## config.mk

```make
export PLATFORM = sky130hd
export DESIGN_NAME = imu_frame_parser_scaler_core
export DESIGN_NICKNAME = d
export VERILOG_FILES = /design/src/hw/rtl/ifps_pkg.sv /design/src/hw/rtl/ifps_parser.sv /design/src/hw/rtl/ifps_scaler.sv /design/src/hw/rtl/imu_frame_parser_scaler_core.sv
export SDC_FILE = /design/constraint.sdc
export NUM_CORES = 2
export LEC_CHECK = 0
export ABC_AREA = 1
export BUFFER_PORTS_ARGS = -buffer_cell sky130_fd_sc_hd__buf_4
export CAP_MARGIN = 5
export CORE_MARGIN = 10
export CORE_UTILIZATION = 46
export CTS_BUF_LIST = sky130_fd_sc_hd__clkbuf_16
export CTS_CLUSTER_SIZE = 12
export DETAILED_ROUTE_END_ITERATION = 12
export PLACE_DENSITY_LB_ADDON = 0.08
export REMOVE_ABC_BUFFERS = 1
export SYNTH_ARGS = -nofsm -noshare
export SYNTH_HDL_FRONTEND = slang
export SYNTH_HIERARCHICAL = 1
export SYNTH_SLANG_ARGS = --single-unit
```

## constraint.sdc

```tcl
create_clock -name clock -period 8.3 [get_ports clock]
set_input_delay 1.66 -clock clock [delete_from_list [all_inputs] [get_ports clock]]
set_output_delay 1.66 -clock clock [all_outputs]
set_load 0.005 [all_outputs]
```

## src/hw/rtl/ifps_pkg.sv

```systemverilog
// ============================================================================
// ifps_pkg: shared types and constants of the IMU frame parser and scaler
// Holds the frame kind codes, register indexes, reset values and the
// structures that pass configuration and parsed frames between modules.
// ============================================================================
package ifps_pkg;

   // Field widths.
   localparam int BYTE_WIDTH      = 8;
   localparam int RAW_WIDTH       = 16;
   localparam int SCALE_WIDTH     = 28;
   localparam int AXIS_WIDTH      = 32;
   localparam int CSR_INDEX_WIDTH = 3;
   localparam int CSR_DATA_WIDTH  = SCALE_WIDTH;

   // Frame kinds as they appear on the result channel.
   typedef enum logic [1:0] {
      KIND_ACCEL = 2'd0,
      KIND_RATE  = 2'd1,
      KIND_ANGLE = 2'd2
   } kind_type;

   // Register indexes of the configuration port.
   localparam logic [CSR_INDEX_WIDTH-1:0] CSR_HEADER_VALUE = 3'd0;
   localparam logic [CSR_INDEX_WIDTH-1:0] CSR_ACCEL_CODE   = 3'd1;
   localparam logic [CSR_INDEX_WIDTH-1:0] CSR_RATE_CODE    = 3'd2;
   localparam logic [CSR_INDEX_WIDTH-1:0] CSR_ANGLE_CODE   = 3'd3;
   localparam logic [CSR_INDEX_WIDTH-1:0] CSR_ACCEL_SCALE  = 3'd4;
   localparam logic [CSR_INDEX_WIDTH-1:0] CSR_RATE_SCALE   = 3'd5;
   localparam logic [CSR_INDEX_WIDTH-1:0] CSR_ANGLE_SCALE  = 3'd6;

   // Register reset values.
   localparam logic [BYTE_WIDTH-1:0]  HEADER_VALUE_RESET = 8'd85;
   localparam logic [BYTE_WIDTH-1:0]  ACCEL_CODE_RESET   = 8'd81;
   localparam logic [BYTE_WIDTH-1:0]  RATE_CODE_RESET    = 8'd82;
   localparam logic [BYTE_WIDTH-1:0]  ANGLE_CODE_RESET   = 8'd83;
   localparam logic [SCALE_WIDTH-1:0] ACCEL_SCALE_RESET  = 28'd10276045;
   localparam logic [SCALE_WIDTH-1:0] RATE_SCALE_RESET   = 28'd131072000;
   localparam logic [SCALE_WIDTH-1:0] ANGLE_SCALE_RESET  = 28'd11796480;

   // Configuration register set.
   typedef struct packed {
      logic [BYTE_WIDTH-1:0]  header_value;
      logic [BYTE_WIDTH-1:0]  accel_code;
      logic [BYTE_WIDTH-1:0]  rate_code;
      logic [BYTE_WIDTH-1:0]  angle_code;
      logic [SCALE_WIDTH-1:0] accel_scale;
      logic [SCALE_WIDTH-1:0] rate_scale;
      logic [SCALE_WIDTH-1:0] angle_scale;
   } cfg_type;

   // A frame that passed its checksum, waiting to be scaled.
   typedef struct packed {
      kind_type              kind;
      logic [RAW_WIDTH-1:0]  raw_x;
      logic [RAW_WIDTH-1:0]  raw_y;
      logic [RAW_WIDTH-1:0]  raw_z;
   } frame_type;

endpackage

```

## src/hw/rtl/ifps_parser.sv

```systemverilog
// ============================================================================
// ifps_parser: byte-level frame parser
// Hunts for the header byte, checks the type code, gathers the three
// little-endian axes and keeps the running checksum. A frame whose checksum
// matches is held as a valid frame until the scaler takes it.
// ============================================================================
module ifps_parser (
   input  logic                          clock,
   input  logic                          reset,
   input  logic                          in_valid,
   output logic                          in_ready,
   input  logic [ifps_pkg::BYTE_WIDTH-1:0] rx_byte,
   input  ifps_pkg::cfg_type             cfg,
   output logic                          frame_valid,
   input  logic                          frame_ready,
   output ifps_pkg::frame_type           frame
);
   import ifps_pkg::*;

   // Position within the eleven-byte frame.
   typedef enum logic [3:0] {
      POS_HEADER  = 4'd0,
      POS_TYPE    = 4'd1,
      POS_X_LO    = 4'd2,
      POS_X_HI    = 4'd3,
      POS_Y_LO    = 4'd4,
      POS_Y_HI    = 4'd5,
      POS_Z_LO    = 4'd6,
      POS_Z_HI    = 4'd7,
      POS_TEMP_LO = 4'd8,
      POS_TEMP_HI = 4'd9,
      POS_CHECK   = 4'd10
   } pos_type;

   pos_type               pos_ff, pos_in;
   logic [BYTE_WIDTH-1:0] sum_ff, sum_in;
   kind_type              kind_ff, kind_in;
   logic [RAW_WIDTH-1:0]  raw_x_ff, raw_x_in;
   logic [RAW_WIDTH-1:0]  raw_y_ff, raw_y_in;
   logic [RAW_WIDTH-1:0]  raw_z_ff, raw_z_in;
   logic                  frame_valid_ff, frame_valid_in;
   logic                  accept;
   logic [BYTE_WIDTH-1:0] sum_next;

   // The raw registers double as the frame payload, so no byte is taken
   // while a finished frame still waits for the scaler.
   assign in_ready = !frame_valid_ff || frame_ready;
   assign accept   = in_valid && in_ready;
   assign sum_next = sum_ff + rx_byte;

   // Next-state logic of the parser.
   always_comb begin
      pos_in         = pos_ff;
      sum_in         = sum_ff;
      kind_in        = kind_ff;
      raw_x_in       = raw_x_ff;
      raw_y_in       = raw_y_ff;
      raw_z_in       = raw_z_ff;
      frame_valid_in = frame_valid_ff && !frame_ready;
      if (accept) begin
         unique case (pos_ff)
            POS_HEADER: begin
               if (rx_byte == cfg.header_value) begin
                  sum_in = rx_byte;
                  pos_in = POS_TYPE;
               end
            end
            POS_TYPE: begin
               sum_in = sum_next;
               pos_in = POS_X_LO;
               priority if (rx_byte == cfg.accel_code) begin
                  kind_in = KIND_ACCEL;
               end else if (rx_byte == cfg.rate_code) begin
                  kind_in = KIND_RATE;
               end else if (rx_byte == cfg.angle_code) begin
                  kind_in = KIND_ANGLE;
               end else begin
                  // Unknown type code: back to header hunting.
                  sum_in = sum_ff;
                  pos_in = POS_HEADER;
               end
            end
            POS_X_LO: begin
               raw_x_in = {8'h00, rx_byte};
               sum_in   = sum_next;
               pos_in   = POS_X_HI;
            end
            POS_X_HI: begin
               raw_x_in = {rx_byte, raw_x_ff[7:0]};
               sum_in   = sum_next;
               pos_in   = POS_Y_LO;
            end
            POS_Y_LO: begin
               raw_y_in = {8'h00, rx_byte};
               sum_in   = sum_next;
               pos_in   = POS_Y_HI;
            end
            POS_Y_HI: begin
               raw_y_in = {rx_byte, raw_y_ff[7:0]};
               sum_in   = sum_next;
               pos_in   = POS_Z_LO;
            end
            POS_Z_LO: begin
               raw_z_in = {8'h00, rx_byte};
               sum_in   = sum_next;
               pos_in   = POS_Z_HI;
            end
            POS_Z_HI: begin
               raw_z_in = {rx_byte, raw_z_ff[7:0]};
               sum_in   = sum_next;
               pos_in   = POS_TEMP_LO;
            end
            // Temperature bytes only count towards the checksum.
            POS_TEMP_LO: begin
               sum_in = sum_next;
               pos_in = POS_TEMP_HI;
            end
            POS_TEMP_HI: begin
               sum_in = sum_next;
               pos_in = POS_CHECK;
            end
            POS_CHECK: begin
               pos_in = POS_HEADER;
               if (rx_byte == sum_ff) begin
                  frame_valid_in = 1'b1;
               end
            end
            default: begin
               pos_in = POS_HEADER;
            end
         endcase
      end
   end

   // State and frame registers.
   always_ff @(posedge clock) begin
      if (reset) begin
         pos_ff         <= POS_HEADER;
         sum_ff         <= '0;
         kind_ff        <= KIND_ACCEL;
         raw_x_ff       <= '0;
         raw_y_ff       <= '0;
         raw_z_ff       <= '0;
         frame_valid_ff <= 1'b0;
      end else begin
         pos_ff         <= pos_in;
         sum_ff         <= sum_in;
         kind_ff        <= kind_in;
         raw_x_ff       <= raw_x_in;
         raw_y_ff       <= raw_y_in;
         raw_z_ff       <= raw_z_in;
         frame_valid_ff <= frame_valid_in;
      end
   end

   assign frame_valid = frame_valid_ff;
   assign frame.kind  = kind_ff;
   assign frame.raw_x = raw_x_ff;
   assign frame.raw_y = raw_y_ff;
   assign frame.raw_z = raw_z_ff;

endmodule

```

## src/hw/rtl/ifps_scaler.sv

```systemverilog
// ============================================================================
// ifps_scaler: fixed-point axis scaler and result register
// Multiplies each signed raw axis by the full scale of the frame kind and
// shifts right arithmetically by 15, giving signed Q16.16 results.
// ============================================================================
module ifps_scaler (
   input  logic                           clock,
   input  logic                           reset,
   input  logic                           frame_valid,
   output logic                           frame_ready,
   input  ifps_pkg::frame_type            frame,
   input  ifps_pkg::cfg_type              cfg,
   output logic                           rsp_valid,
   input  logic                           rsp_ready,
   output logic [1:0]                     rsp_frame_kind,
   output logic signed [ifps_pkg::AXIS_WIDTH-1:0] rsp_axis_x,
   output logic signed [ifps_pkg::AXIS_WIDTH-1:0] rsp_axis_y,
   output logic signed [ifps_pkg::AXIS_WIDTH-1:0] rsp_axis_z
);
   import ifps_pkg::*;

   localparam int PROD_WIDTH = RAW_WIDTH + SCALE_WIDTH + 1;
   localparam int SHIFT      = 15;
   localparam int KEEP_WIDTH = PROD_WIDTH - SHIFT;

   logic [SCALE_WIDTH-1:0]        scale;
   logic signed [PROD_WIDTH-1:0]  scale_ext;
   logic signed [PROD_WIDTH-1:0]  prod_x, prod_y, prod_z;
   logic                          load;
   logic                          rsp_valid_ff, rsp_valid_in;
   kind_type                      kind_ff;
   logic signed [AXIS_WIDTH-1:0]  axis_x_ff, axis_y_ff, axis_z_ff;

   // Full scale of the frame kind.
   always_comb begin
      unique case (frame.kind)
         KIND_ACCEL: scale = cfg.accel_scale;
         KIND_RATE:  scale = cfg.rate_scale;
         default:    scale = cfg.angle_scale;
      endcase
   end

   // Three signed multipliers, 16 by 29 bits.
   assign scale_ext = $signed({{(PROD_WIDTH-SCALE_WIDTH){1'b0}}, scale});
   assign prod_x = $signed({{(PROD_WIDTH-RAW_WIDTH){frame.raw_x[RAW_WIDTH-1]}}, frame.raw_x})
                   * scale_ext;
   assign prod_y = $signed({{(PROD_WIDTH-RAW_WIDTH){frame.raw_y[RAW_WIDTH-1]}}, frame.raw_y})
                   * scale_ext;
   assign prod_z = $signed({{(PROD_WIDTH-RAW_WIDTH){frame.raw_z[RAW_WIDTH-1]}}, frame.raw_z})
                   * scale_ext;

   // The result register takes a frame whenever it is empty or being emptied.
   assign frame_ready  = !rsp_valid_ff || rsp_ready;
   assign load         = frame_valid && frame_ready;
   assign rsp_valid_in = load || (rsp_valid_ff && !rsp_ready);

   always_ff @(posedge clock) begin
      if (reset) begin
         rsp_valid_ff <= 1'b0;
      end else begin
         rsp_valid_ff <= rsp_valid_in;
      end
   end

   // Result payload; the shifted product always fits in 32 bits.
   always_ff @(posedge clock) begin
      if (load) begin
         kind_ff   <= frame.kind;
         axis_x_ff <= $signed({{(AXIS_WIDTH-KEEP_WIDTH){prod_x[PROD_WIDTH-1]}},
                              prod_x[PROD_WIDTH-1:SHIFT]});
         axis_y_ff <= $signed({{(AXIS_WIDTH-KEEP_WIDTH){prod_y[PROD_WIDTH-1]}},
                              prod_y[PROD_WIDTH-1:SHIFT]});
         axis_z_ff <= $signed({{(AXIS_WIDTH-KEEP_WIDTH){prod_z[PROD_WIDTH-1]}},
                              prod_z[PROD_WIDTH-1:SHIFT]});
      end
   end

   assign rsp_valid      = rsp_valid_ff;
   assign rsp_frame_kind = kind_ff;
   assign rsp_axis_x     = axis_x_ff;
   assign rsp_axis_y     = axis_y_ff;
   assign rsp_axis_z     = axis_z_ff;

endmodule

```

## src/hw/rtl/imu_frame_parser_scaler_core.sv

```systemverilog
// ============================================================================
// imu_frame_parser_scaler_core: IMU serial frame parser and scaler
// Path: a frame with a good checksum is held in the parser's frame register,
// then in the result register, which raises rsp_valid, once that is free.
// Throughput: one byte per cycle; the parser's frame register and the result
// register each hold one frame, so bytes stall only while both are full and
// the result is not being taken.
// Reset: synchronous, active high; the parser returns to header hunting and
// all registers but the result payload take their default values.
// ============================================================================
module imu_frame_parser_scaler_core (
   input  logic                                    clock,
   input  logic                                    reset,
   input  logic                                    req_valid,
   output logic                                    req_ready,
   input  logic [ifps_pkg::BYTE_WIDTH-1:0]         req_rx_byte,
   output logic                                    rsp_valid,
   input  logic                                    rsp_ready,
   output logic [1:0]                              rsp_frame_kind,
   output logic signed [ifps_pkg::AXIS_WIDTH-1:0]  rsp_axis_x,
   output logic signed [ifps_pkg::AXIS_WIDTH-1:0]  rsp_axis_y,
   output logic signed [ifps_pkg::AXIS_WIDTH-1:0]  rsp_axis_z,
   input  logic                                    csr_write_en,
   input  logic [ifps_pkg::CSR_INDEX_WIDTH-1:0]    csr_index,
   input  logic [ifps_pkg::CSR_DATA_WIDTH-1:0]     csr_wdata
);
   import ifps_pkg::*;

   cfg_type   cfg_ff, cfg_in;
   frame_type frame;
   logic      frame_valid;
   logic      frame_ready;

   // Configuration register writes; unknown indexes are ignored.
   always_comb begin
      cfg_in = cfg_ff;
      if (csr_write_en) begin
         unique case (csr_index)
            CSR_HEADER_VALUE: cfg_in.header_value = csr_wdata[BYTE_WIDTH-1:0];
            CSR_ACCEL_CODE:   cfg_in.accel_code   = csr_wdata[BYTE_WIDTH-1:0];
            CSR_RATE_CODE:    cfg_in.rate_code    = csr_wdata[BYTE_WIDTH-1:0];
            CSR_ANGLE_CODE:   cfg_in.angle_code   = csr_wdata[BYTE_WIDTH-1:0];
            CSR_ACCEL_SCALE:  cfg_in.accel_scale  = csr_wdata[SCALE_WIDTH-1:0];
            CSR_RATE_SCALE:   cfg_in.rate_scale   = csr_wdata[SCALE_WIDTH-1:0];
            CSR_ANGLE_SCALE:  cfg_in.angle_scale  = csr_wdata[SCALE_WIDTH-1:0];
            default: begin
            end
         endcase
      end
   end

   always_ff @(posedge clock) begin
      if (reset) begin
         cfg_ff.header_value <= HEADER_VALUE_RESET;
         cfg_ff.accel_code   <= ACCEL_CODE_RESET;
         cfg_ff.rate_code    <= RATE_CODE_RESET;
         cfg_ff.angle_code   <= ANGLE_CODE_RESET;
         cfg_ff.accel_scale  <= ACCEL_SCALE_RESET;
         cfg_ff.rate_scale   <= RATE_SCALE_RESET;
         cfg_ff.angle_scale  <= ANGLE_SCALE_RESET;
      end else begin
         cfg_ff <= cfg_in;
      end
   end

   // Byte parser with checksum.
   ifps_parser u_parser (
      .clock       (clock),
      .reset       (reset),
      .in_valid    (req_valid),
      .in_ready    (req_ready),
      .rx_byte     (req_rx_byte),
      .cfg         (cfg_ff),
      .frame_valid (frame_valid),
      .frame_ready (frame_ready),
      .frame       (frame)
   );

   // Axis scaling and result register.
   ifps_scaler u_scaler (
      .clock          (clock),
      .reset          (reset),
      .frame_valid    (frame_valid),
      .frame_ready    (frame_ready),
      .frame          (frame),
      .cfg            (cfg_ff),
      .rsp_valid      (rsp_valid),
      .rsp_ready      (rsp_ready),
      .rsp_frame_kind (rsp_frame_kind),
      .rsp_axis_x     (rsp_axis_x),
      .rsp_axis_y     (rsp_axis_y),
      .rsp_axis_z     (rsp_axis_z)
   );

endmodule
```

Word-level counts from Yosys, hierarchy flattened
Cells that the tools add are included.
W data, S select, Z words.
{ "classes": {"n_addsub": 1, "mul": 3, "div": 0, "order_cmp": 0, "eq_ne": 24, "n_shift": 0, "mux": 20, "n_bitwise": 3, "n_reduce_logical": 36} }
{ "op_table": {"columns": ["operator", "n"], "rows": [
  ["$mul A16 B29 Y45", 3],
  ["$pmux W16 S2", 3],
  ["$pmux W28 S2", 1],
  ["$eq A8 B8 Y1", 5],
  ["$pmux W4 S10", 1],
  ["$mux W8", 4],
  ["$pmux W8 S3", 1],
  ["$reduce_and A2 Y1", 11],
  ["$eq A4 B3 Y1 const B", 4],
  ["$eq A4 B4 Y1 const B", 3],
  ["$mux W4", 3],
  ["$reduce_and A3 Y1", 4],
  ["$eq A3 B3 Y1 const B", 3],
  ["$add A8 B8 Y8", 1],
  ["$eq A4 B2 Y1 const B", 2],
  ["$mux W2", 4],
  ["$reduce_or A8 Y1", 1],
  ["$eq A3 B2 Y1 const B", 2],
  ["$reduce_bool A2 Y1", 3],
  ["$reduce_bool A3 Y1", 2],
  ["$eq A4 B1 Y1 const B", 1],
  ["$logic_and A1 B1 Y1", 4],
  ["$logic_not A1 Y1", 4],
  ["$logic_not A4 Y1", 1],
  ["10 further kinds", 16]
]} }
{ "word_totals": {"register_bits": 272, "latchBits": 0, "ram_bits": 0, "rom_bits": 0, "input_bits": 44, "word_cells": 109, "memories": 0} }

Logic depth before layout (Yosys ltp)
{ "logic_depth": {"ltp_word": 7, "ltp_mapped": 32, "mapped_depth_nobuf": 30} }

Hierarchy
Netlist, hierarchy kept.
{ "modules_own_cells": {"columns": ["mod", "n_inst", "cells_each", "area_each_um2"], "rows": [
  ["ifps_scaler", 1, 6083, 48163.7],
  ["imu_frame_parser_scaler_core", 1, 635, 4470.5],
  ["ifps_parser", 1, 514, 3464.6]
]} }

Least setup slack after synthesis
OpenSTA, ideal clock, no wires.
{ "synth_path": {"kind": "input to register", "from": "input rsp_ready", "to": "register u_scaler.axis_x_ff[0], in the netlist u_scaler/rsp_axis_x[0] (enable)", "setup_time_ns": 0.572, "arrival_time_ns": 6.121, "path_slack_ns": 1.607, "stages": 2, "n_path_buf": 0, "path_cell_list": "inv_1 > a21oi_1"} }
{ "synth_between": {"elab_chain_len": 2} }
{ "synth_rtl": {"columns": ["item", "line_no", "source"], "rows": [
  ["start, declared", "imu_frame_parser_scaler_core.sv:18", "input logic rsp_ready,"],
  ["$logic_or A1 B1 Y1", "ifps_scaler.sv:53", "assign frame_ready = !rsp_valid_ff || rsp_ready;"],
  ["$logic_and A1 B1 Y1", "ifps_scaler.sv:54", "assign load = frame_valid && frame_ready;"],
  ["named net u_scaler.load", "ifps_scaler.sv:29", "logic load;"],
  ["end signal, assigned", "ifps_scaler.sv:69", "axis_x_ff <= $signed({{(AXIS_WIDTH-KEEP_WIDTH){prod_x[PROD_WIDTH-1]}},"],
  ["end, declared", "ifps_scaler.sv:32", "logic signed [AXIS_WIDTH-1:0] axis_x_ff, axis_y_ff, axis_z_ff;"]
]} }
The timed path passes the listed nets, and every way through them passes these cells.
A chain may end at the register's enable or synchronous reset.

Worst setup path after layout
{ "layout_path": {"from": "register u_parser.kind_ff[1]", "to": "register u_scaler.axis_y_ff[21], in the netlist u_scaler/rsp_axis_y[21], data pin"} }
{ "layout_between": {"elab_chain_len": 3, "elab_cells_between_ends": 4} }
{ "layout_rtl": {"columns": ["item", "line_no", "source"], "rows": [
  ["start, declared", "ifps_parser.sv:37", "kind_type kind_ff, kind_in;"],
  ["start signal, assigned", "ifps_parser.sv:148", "kind_ff <= kind_in;"],
  ["$eq A2 B1 Y1 or $logic_not A2 Y1 (tied branches)", "ifps_scaler.sv:36", "unique case (frame.kind)"],
  ["$pmux W28 S2 *", "ifps_scaler.sv:36", null],
  ["$mul A16 B29 Y45 *", "ifps_scaler.sv:48", "* scale_ext;"],
  ["named net u_scaler.prod_y[36]", "ifps_scaler.sv:28", "logic signed [PROD_WIDTH-1:0] prod_x, prod_y, prod_z;"],
  ["end signal, assigned", "ifps_scaler.sv:71", "axis_y_ff <= $signed({{(AXIS_WIDTH-KEEP_WIDTH){prod_y[PROD_WIDTH-1]}},"],
  ["end, declared", "ifps_scaler.sv:32", null]
]} }
Mark *: on every way through the listed nets, which the timed path passes. The rest lies on a longest branch.

==> run metrics <==
Pre-antenna DRT Iters=7; share of layout cells above drive strength 1=6.07%; count leader, synth=inv_1; library cells used by synthesis=46; Synth Flop Type=dfxtp_1; Die Ht=369 um; CTS Sinks=272; first-pass GRT wire length=286 mm; Pleak=30.3 nW; Max FO, Critical Path=27; Die W=369 um; vias per inst=5.16; cts repair resizes=0; cell internal pwr=2.47 mW; Num CTS Buffers=38; final worst setup slack=0.713 ns; WL/cell=20.5 um; routed vias=45900; Max Freq=132 MHz; setup repair bufs after CTS=0; CTS root buf=clkbuf_16; HP Class=flip-flop to flip-flop; area grow syn2layout=7.49%; DIE AREA=0.136 mm2; sequential share of the synthesized area=11.3%; DRT met1 WL=75.6 mm; R2R setup slack=0.71 ns; floorplan core area=0.121 mm2; TritonCTS clock tree=built; status=complete, no violations; Worst Tran Pin Value=1.28 ns; DR top layer=met5; Clock Latency Late Sink=0.62 ns; Tcrit/Tclk final=91.4%; # port buffers=143; fin crit period=7.59 ns; Clock Tree Buf Depth=3; Async SR Flop Fraction=0%; CTS clk-pin slew, worst paths=0.06 ns; met2 wire length=87.4 mm; fill count=12300; largest area contributor in the netlist=fa_1; P per Cell Area=58.2 mW/mm2; worst slack, placed=0.774 ns; vias in the first global route=48900; total length of routed wires=182 mm; Slew Limit Headroom=14.5%; H-tree depth=2; Synth Instances=7232; # DRC=0; Crit Path Class=flip-flop to flip-flop; synthesis-stage register bit count=272; CP Data Required Time=8.66 ns; Slew Limit Fails=0; Setup crit end kind=flip-flop; Setup violations, final=0; Initial Util=46.2%; grt total ovfl=0; Hold Violations, Final=0; Mapped Area=0.0561 mm2; nets=8804; post-cts hold buffer count=0; number of synthesized flops with an enable pin=92; Gate power share=11.2%; sequential power share=40.1%; post-synth top area share=38.7%; RSZ-0062 raised after global routing=false; Hold WS=0.451 ns; Routability Congestion=0.926; CP Launch Type=flip-flop; largest net degree at the start of global routing=117; DR iter-0 viols=3161; CP arrival=7.95 ns; clock share of power=48.6%; Final TNS setup=0 ns; num rows=128; Finished Core Util=49.7%; Worst Skew=0.0188 ns; Psw=1.04 mW; most common library cells after synthesis=inv_1 (1735), nand2_1 (1501), fa_1 (1084); switching part of the total power=29.6%; top post-synthesis cells by area=fa_1 (39%), inv_1 (12%), nand2_1 (10%), ha_1 (9.7%), dfxtp_1 (6.4%); Total GRT Usage=27.0%; Routed Antenna Nets=0; DP HPWL=141 mm; I/O Pins=144; Mean Syn Cell Area=7.76 um2; Peak supply drop=0.000136 V; met3 routed WL=11.2 mm; max_cap viols=0; initial antenna violation count=2; yosys warns=6
## per-layer routing
metal | global-route usage [%] | vias to the layer above
li1 | - | 21100
met1 | 34.8 | 23000
met2 | 46.0 | 1466
met3 | 3.68 | 361
met4 | 10.3 | 2
met5 | 0 | -
## flip-flops by register name (all words and copies together) (netlist names), 2 cells and up
name,count
u_parser/pos_ff,4
u_scaler/rsp_axis_y,30
u_parser/raw_x_ff,16
u_scaler/rsp_axis_z,30
u_scaler/rsp_frame_kind,2
u_parser/raw_z_ff,16
u_scaler/rsp_axis_x,30
u_parser/raw_y_ff,16
u_parser/sum_ff,8
cfg_ff,116
u_parser/kind_ff,2
## worst max-delay path, cell delays in order (launching register included)
cell      delay (ns)
dfxtp_1         0.41
inv_2           0.41
or2_2           0.20
nand3_2         0.69
clkinv_1        0.17
buf_4           0.36
nand2_1         0.12
fa_1            0.52
inv_1           0.06
fa_1            0.56
fa_1            0.43
fa_1            0.40
fa_1            0.53
inv_1           0.05
fa_1            0.48
inv_1           0.04
ha_1            0.32
a21o_1          0.21
a21oi_1         0.15
a21boi_0        0.33
o21ai_0         0.12
a21oi_1         0.41
o21bai_1        0.15
xor2_1          0.16
## cells by family after synthesis
group	Yosys count	synth area share, %
AND/OR/NAND/NOR	2821	20.1
buffers and inverters	2077	14.1
adder cells (fa/ha/maj)	1520	48.4
AO/OA/AOI/OAI	443	4.44
flip-flops	272	11.3
XOR/XNOR	99	1.55
## power groups by stage
stage               Combinational, mW  Sequential, mW  Clock, mW
floorplan                       0.187            1.43          0
global placement                0.385            1.44          0
finish                          0.394            1.41       1.71
global route                    0.419            1.41       1.80
detailed placement              0.387            1.44          0
CTS                             0.388            1.41       1.75
## per-stage QoR
| step | total power, mW | cells | area [um2] |
|---|---|---|---|
| after global placement | 1.82 | 8825 | 59000 |
| after CTS | 3.55 | 8894 | 60300 |
| after floorplan | 1.62 | 6936 | 54900 |
| after global routing | 3.62 | 8894 | 60300 |
| after detailed placement | 1.82 | 8825 | 59000 |
| final | 3.51 | 8895 | 60300 |
## layout by cell type (no fill, tap or decap), types with 6 or more instances in the layout
cell type and count:
xor2_1 57, o21ai_2 6, clkbuf_16 38, buf_12 6, o21a_1 22, nor2_1 953, o21ai_1 8, clkinv_1 34
or2_2 26, nor2_4 13, a21o_1 17, fa_1 1084, xnor2_1 42, edfxtp_1 92, nand4_1 14, nand2_2 25
nor3_1 36, o21ai_0 107, a31oi_1 35, a21oi_1 211, o21bai_1 11, nand2_1 1501, buf_4 258, dfxtp_1 178
ha_1 436, nor2_2 11, nand3_1 218, nand3_2 11, a211oi_1 6, nor4_1 8, inv_1 1741, inv_2 18
## worst paths after layout
kind                                           from                 endpoint  cells past startpoint
worst max-delay path            u_parser/kind_ff[1]  u_scaler/rsp_axis_y[21]                     23
worst min-delay path                     cfg_ff[20]               cfg_ff[20]                      2
worst max register to register  u_parser/kind_ff[1]  u_scaler/rsp_axis_y[21]                     23
worst min register to register           cfg_ff[20]               cfg_ff[20]                      2
## layout make-up
type	instances	area [um2]	area share (%)
multi-input cells	4883	41900	69.4
inverters	1781	6690	11.1
flip-flops and latches	272	6370	10.6
repair buffers	264	2060	3.41
well taps	1625	2030	3.37
clock buffers	38	951	1.58
clock inverters	31	337	0.558
diodes	1	2.50	0.00415
Note: power is estimated with default switching activity, not from simulation.
